**config.mk**
```make
export PLATFORM = sky130hd
export DESIGN_NAME = pdtg_front
export DESIGN_NICKNAME = d
export VERILOG_FILES = /design/src/sv/pdtg_pkg.sv /design/src/sv/pdtg_front.sv
export SDC_FILE = /design/constraint.sdc
export NUM_CORES = 1
export LEC_CHECK = 0
export BUFFER_PORTS_ARGS = -buffer_cell sky130_fd_sc_hd__buf_2
export CAP_MARGIN = 20
export CORE_AREA = 2 2 80 82
export CTS_CLUSTER_SIZE = 20
export DETAILED_ROUTE_END_ITERATION = 12
export DIE_AREA = 0 0 82 84
export GPL_TIMING_DRIVEN = 0
export PLACE_DENSITY = 0.74
export RECOVER_POWER = 50
export SYNTH_ARGS = -nofsm -noshare
export SYNTH_HDL_FRONTEND = slang
export SYNTH_SLANG_ARGS = --single-unit
```
**constraint.sdc**
```tcl
create_clock -name i_clk -period 3.1 [get_ports i_clk]
set_input_delay 0.155 -clock i_clk [delete_from_list [all_inputs] [get_ports i_clk]]
set_output_delay 0.155 -clock i_clk [all_outputs]
set_load 0.01 [all_outputs]
```
**src/sv/pdtg_pkg.sv**
```systemverilog
// ----------------------------------------------------------------------------
// pdtg_pkg
// Types and fixed constants shared by the 1 PPS disciplined tick generator.
// ----------------------------------------------------------------------------
package pdtg_pkg;

    // Width of the interval index inside one 1/64 s period.
    localparam int unsigned IDX_W = 5;

    // Largest phase difference, in timer ticks, that one phasing step corrects.
    localparam logic [15:0] PHASE_CAP = 16'd12000;

    // Rate step magnitude above which the stability tracking restarts.
    localparam logic signed [31:0] RATE_LIMIT = 32'sd500000;

    // Capture values below this count follow a timer overflow in the same event.
    localparam logic [15:0] HALF_RANGE = 16'd32768;

    // Stability count at which a ready bit is raised.
    localparam logic [1:0] STABLE_DONE = 2'd3;

    // Configuration register indexes.
    localparam logic [7:0] CFG_NOMINAL  = 8'd0;
    localparam logic [7:0] CFG_EXPECTED = 8'd1;
    localparam logic [7:0] CFG_LOW      = 8'd2;
    localparam logic [7:0] CFG_HIGH     = 8'd3;

    // Configuration reset values.
    localparam logic [15:0] NOMINAL_RST  = 16'd50000;
    localparam logic [31:0] EXPECTED_RST = 32'd64000000;
    localparam logic [31:0] LOW_RST      = 32'd57600000;
    localparam logic [31:0] HIGH_RST     = 32'd70400000;

    // Which timer flags one event carries.
    typedef enum logic [1:0] {
        EV_NONE    = 2'd0,
        EV_COMPARE = 2'd1,
        EV_CAPTURE = 2'd2,
        EV_BOTH    = 2'd3
    } t_event;

    // One classified event as it travels from the front end to the back end.
    typedef struct packed {
        t_event      ev;
        logic [15:0] cap_value;
        logic [31:0] cap_time;
        logic        load;
        logic [63:0] new_time;
    } t_item;

    // Schedule state that the phasing and advance steps work on.
    typedef struct packed {
        logic [15:0]     cmp;
        logic [15:0]     prev_cmp;
        logic [IDX_W-1:0] idx;
        logic [31:0]     rate_acc;
        logic [31:0]     phase_acc;
        logic [31:0]     phase_step;
        logic [63:0]     time_count;
        logic [15:0]     early_fix;
        logic [15:0]     late_fix;
        logic            load_pending;
        logic [63:0]     load_value;
        logic            tick;
        logic            jam;
    } t_sched;

endpackage

```
**src/sv/pdtg_front.sv**
```systemverilog
// ----------------------------------------------------------------------------
// pdtg_front
// Accepts timer events, extends the capture count to 32 bits and classifies
// the event for the back end.
// ----------------------------------------------------------------------------
module pdtg_front
    import pdtg_pkg::*;
(
    input  logic        i_clk,
    input  logic        i_rst_n,
    input  logic        i_in_valid,
    output logic        o_in_ready,
    input  logic        i_overflow_event,
    input  logic        i_capture_event,
    input  logic        i_compare_event,
    input  logic [15:0] i_capture_value,
    input  logic        i_load_time,
    input  logic [63:0] i_new_time,
    input  logic        i_q_full,
    output logic        o_push,
    output t_item       o_item
);

    logic [15:0] r_timer_high;
    logic [15:0] n_timer_high;
    logic [31:0] cap_ext;

    assign o_in_ready = !i_q_full;
    assign o_push     = i_in_valid && !i_q_full;

    always_comb begin
        cap_ext = {r_timer_high, i_capture_value};
        if (i_overflow_event && (i_capture_value < HALF_RANGE)) begin
            cap_ext = cap_ext + 32'h0001_0000;
        end
        n_timer_high = r_timer_high + 16'(i_overflow_event);
    end

    always_comb begin
        o_item.ev        = t_event'({i_capture_event, i_compare_event});
        o_item.cap_value = i_capture_value;
        o_item.cap_time  = cap_ext;
        o_item.load      = i_load_time;
        o_item.new_time  = i_new_time;
    end

    always_ff @(posedge i_clk) begin
        if (!i_rst_n) begin
            r_timer_high <= '0;
        end else if (o_push) begin
            r_timer_high <= n_timer_high;
        end
    end

endmodule

```
==> impl_results.md <==
* Outcome: finished clean
* Post-Synthesis Net Count at 315
* Max Root-Sink Buffers at 2
* Leading registers by flop count: r_timer_high (16)
* Post-synthesis cell count at 224
* Skew final at 0.007764 ns
* Via Count at 1722
* Netlist cell types at 37
* Ratio of cells with drive above 1 in the final layout at 48.00%
* Core Area at 6096 um2
* Clk_lat worst skew at 0.26 ns
* Setup crit start: r_timer_high[0]
* Final net count at 442
* H-tree depth at 1
* Worst path depth at 6
* Final Power at 0.0005993 W
* Pre-CTS setup slack at 1.011 ns
* Critical path class: flip-flop to flip-flop
* Cell with the most instances on the worst path: sky130_fd_sc_hd__ha_1
* Wire length of the first global-routing pass at 6.016 mm
* Buffers plus inverters on the worst setup path at 0
* Die Outline Area at 6888 um2
* CP Capture Type: flip-flop
* Synthesized area per cell at 8.222 um2
* Area of the multi-input gates at 728.2 um2
* Average vias per placed instance at 4.033
* Diodes inserted at 0
* FFs w/ async S/R, synth at 0%
* Final count of hold timing violations at 0
* Final global-route overflow total at 0
* Register-to-register path setup slack at 1.04 ns
* Maximum operating frequency at 484.9 MHz
* Inserted Clock Buffers at 3
* Area Growth Syn to Fin at 36.89%
* Register cell area after layout at 320.3 um2
* Area fraction in and, or, nand and nor cells after synthesis at 20.92%
* Clock net sink count at 16
* Critical Path Slowest Stage Cell: sky130_fd_sc_hd__dfxtp_1
* Leakage dissipation at 1.294 nW
* Vertical die dimension at 84 um
* Nature of the critical path startpoint: flip-flop
* Largest net degree at the start of global routing at 11
* CTS Hold Buffers Added at 0
* Filler cell count in the final layout at 651
* Clock-pin slew of the registers on the worst-case setup and hold paths at 0.07 ns
* Vias in the first global route at 1414
* Post-synthesis compound-gate area fraction at 2.378%
* Ys Warns at 0
* Maximum vdd ir drop at 0.1922 mV
* Global-route usage over all layers at 10.86%
* Yosys top cell by area: sky130_fd_sc_hd__buf_4
* Post-Synth Adder-Cell Area at 2.038%
* Setup fix buffers added after clock tree synthesis at 0
* Register bank with the most flops: r_timer_high
* Count of boundary I/O pins at 205
* Placed cell count at 423
* Crit-path leading delay family: simple AND/OR/NAND/NOR gates
* Global placer's final weighted congestion at 0.7967
* Crit-path max cell delay at 0.41 ns
* Minimum clock period at 2.062 ns
* Launch point of the worst reg-to-reg path: r_timer_high[0]
* Die boundary width at 82 um
* WP data arrival at 2.26 ns
* Largest family of logic cells by synthesized area: buffers and inverters
* Most frequent cells after synthesis: 99 x sky130_fd_sc_hd__buf_4, 16 x sky130_fd_sc_hd__dfxtp_1, 13 x sky130_fd_sc_hd__xnor2_1, 12 x sky130_fd_sc_hd__nand2_1, 11 x sky130_fd_sc_hd__xor2_1
* Clock Root Buffer: sky130_fd_sc_hd__clkbuf_8
* Netlist area before placement at 1842 um2
* Placement row count at 29
* Initial antenna violation count at 0
* TritonCTS clock tree: yes
* Count of maximum capacitance violations at 0
* Dominant synthesized flop cell: sky130_fd_sc_hd__dfxtp_1
* Count of flip-flops with a built-in enable after synthesis at 0
* Part of the Yosys area used for sequential elements at 17.39%
* Synth area leaders: sky130_fd_sc_hd__buf_4 40%, sky130_fd_sc_hd__dfxtp_1 17%, sky130_fd_sc_hd__xnor2_1 6.2%
* Length of the first detailed-routing pass in iterations at 4
* Number of cells on the worst reg-to-reg path at 6
* DRT antenna net count at 0
* Post-DP HPWL at 3.705 mm
* Setup Viol. Count Final at 0
* Yosys reg bits at 16
* Crit path required time at 3.29 ns
* Last element of the critical path: r_timer_high[14]
* Final critical-path share of the clock period at 66.53%
* Ordered list of cells on the worst path: ha_1 -> ha_1 -> nand3b_1 -> nor4_4 -> or3b_1 -> a21boi_1
* Slew at the pin closest to its max-slew limit at 0.3832 ns
* Most instantiated library cell after synthesis: sky130_fd_sc_hd__buf_4
* Portion of netlist area occupied by mux cells at 2.785%
* Type of the most critical hold path: input port to flip-flop
* Number of buffers inserted by port buffering at 122
* End of the worst register-to-register path: r_timer_high[14]
* Starting Density at 30.21%
* DRC at 0
* Mean routed wirelength per cell at 10.04 um
* Share of Yosys cell area claimed by the top area cell type at 40.35%
* Flip-flop count of the largest register after layout at 16
* Power Dens Cells at 237.7 nW/um2
* CTS resizes at 0
* Largest fanout on the critical path at 7
* Post-synthesis share of cell area spent on xor and xnor gates at 11.41%
* Non-filler instance count after layout at 427
* Worst slew margin relative to its limit at 74.38%
* Drt total wl at 4.289 mm
* Initial drt markers at 20
* Total count of max-transition violations in the final report at 0
* Total negative setup slack at 0 ns
* Worst setup margin at 1.038 ns
* Unrepaired setup endpoints after global routing: false
## metrics by stage
step / hold WS (ns) / area [um2] / util (%)
final: 0.2422 / 2521 / 41.36
after global routing: 0.2575 / 2521 / 41.36
after CTS: 0.2518 / 2604 / 42.71
after detailed placement: 0.4793 / 2549 / 41.81
after global placement: 0.4678 / 2549 / 41.81
after floorplan: 0.2832 / 1842 / -
## worst reg2reg max path: stages, from the launching register on
cell	delay, ns
sky130_fd_sc_hd__dfxtp_1	0.41
sky130_fd_sc_hd__ha_1	0.33
sky130_fd_sc_hd__ha_1	0.19
sky130_fd_sc_hd__nand3b_1	0.28
sky130_fd_sc_hd__nor4_4	0.30
sky130_fd_sc_hd__or3b_1	0.37
sky130_fd_sc_hd__a21boi_1	0.13
## cell families (layout without fill, tap and decap cells)
family                   after synthesis  in the layout
adder cells (fa/ha/maj)                3              3
flip-flops                            16             16
buffers and inverters                108            234
AND/OR/NAND/NOR                       62             62
XOR/XNOR                              24             24
AO/OA/AOI/OAI                          6              6
multiplexers                           5              5
## how the worst min path moves through the flow
stage	end	cells after the start	slack [ns]	start
floorplan	r_timer_high[0]	1	0.28	i_rst_n
global placement	r_timer_high[15]	2	0.47	r_timer_high[15]
detailed placement	r_timer_high[15]	2	0.48	r_timer_high[15]
CTS	r_timer_high[14]	2	0.25	i_rst_n
global route	r_timer_high[4]	2	0.26	i_rst_n
finish	r_timer_high[12]	3	0.24	i_rst_n
## routing by layer
metal  up-vias  wire, um  global-route usage [%]
li1        879         -                       -
met1       734      1444                   10.67
met2       105      2293                   21.21
met3         4       506                   3.355
met4         0        44                   2.576
met5         -         0                       0
## area by class of cell
type                       instances  area share [%]
buffer                           106           31.17
clock buffer                       4           2.184
inverter                           2          0.2978
multi-input combinational        100           28.88
sequential                        16           12.70
tap                               77           3.821
timing repair buffer             122           20.94
## cells in the final DEF (no fill, tap or decap), types with 6 or more instances in the layout
master	count
sky130_fd_sc_hd__buf_4	99
sky130_fd_sc_hd__nand2_1	12
sky130_fd_sc_hd__xor2_1	11
sky130_fd_sc_hd__nand4_1	6
sky130_fd_sc_hd__xnor2_1	13
sky130_fd_sc_hd__and2_1	10
sky130_fd_sc_hd__dfxtp_1	16
sky130_fd_sc_hd__buf_2	57
sky130_fd_sc_hd__clkbuf_1	70
## where the power goes
group | internal, W | switching [W]
Combinational | 0.000120 | 0.0000829
Clock | 0.000113 | 0.0000759
Sequential | 0.000207 | 0.00000141
Total | 0.000439 | 0.000160
No activity file was read; power rests on OpenSTA's default activity.
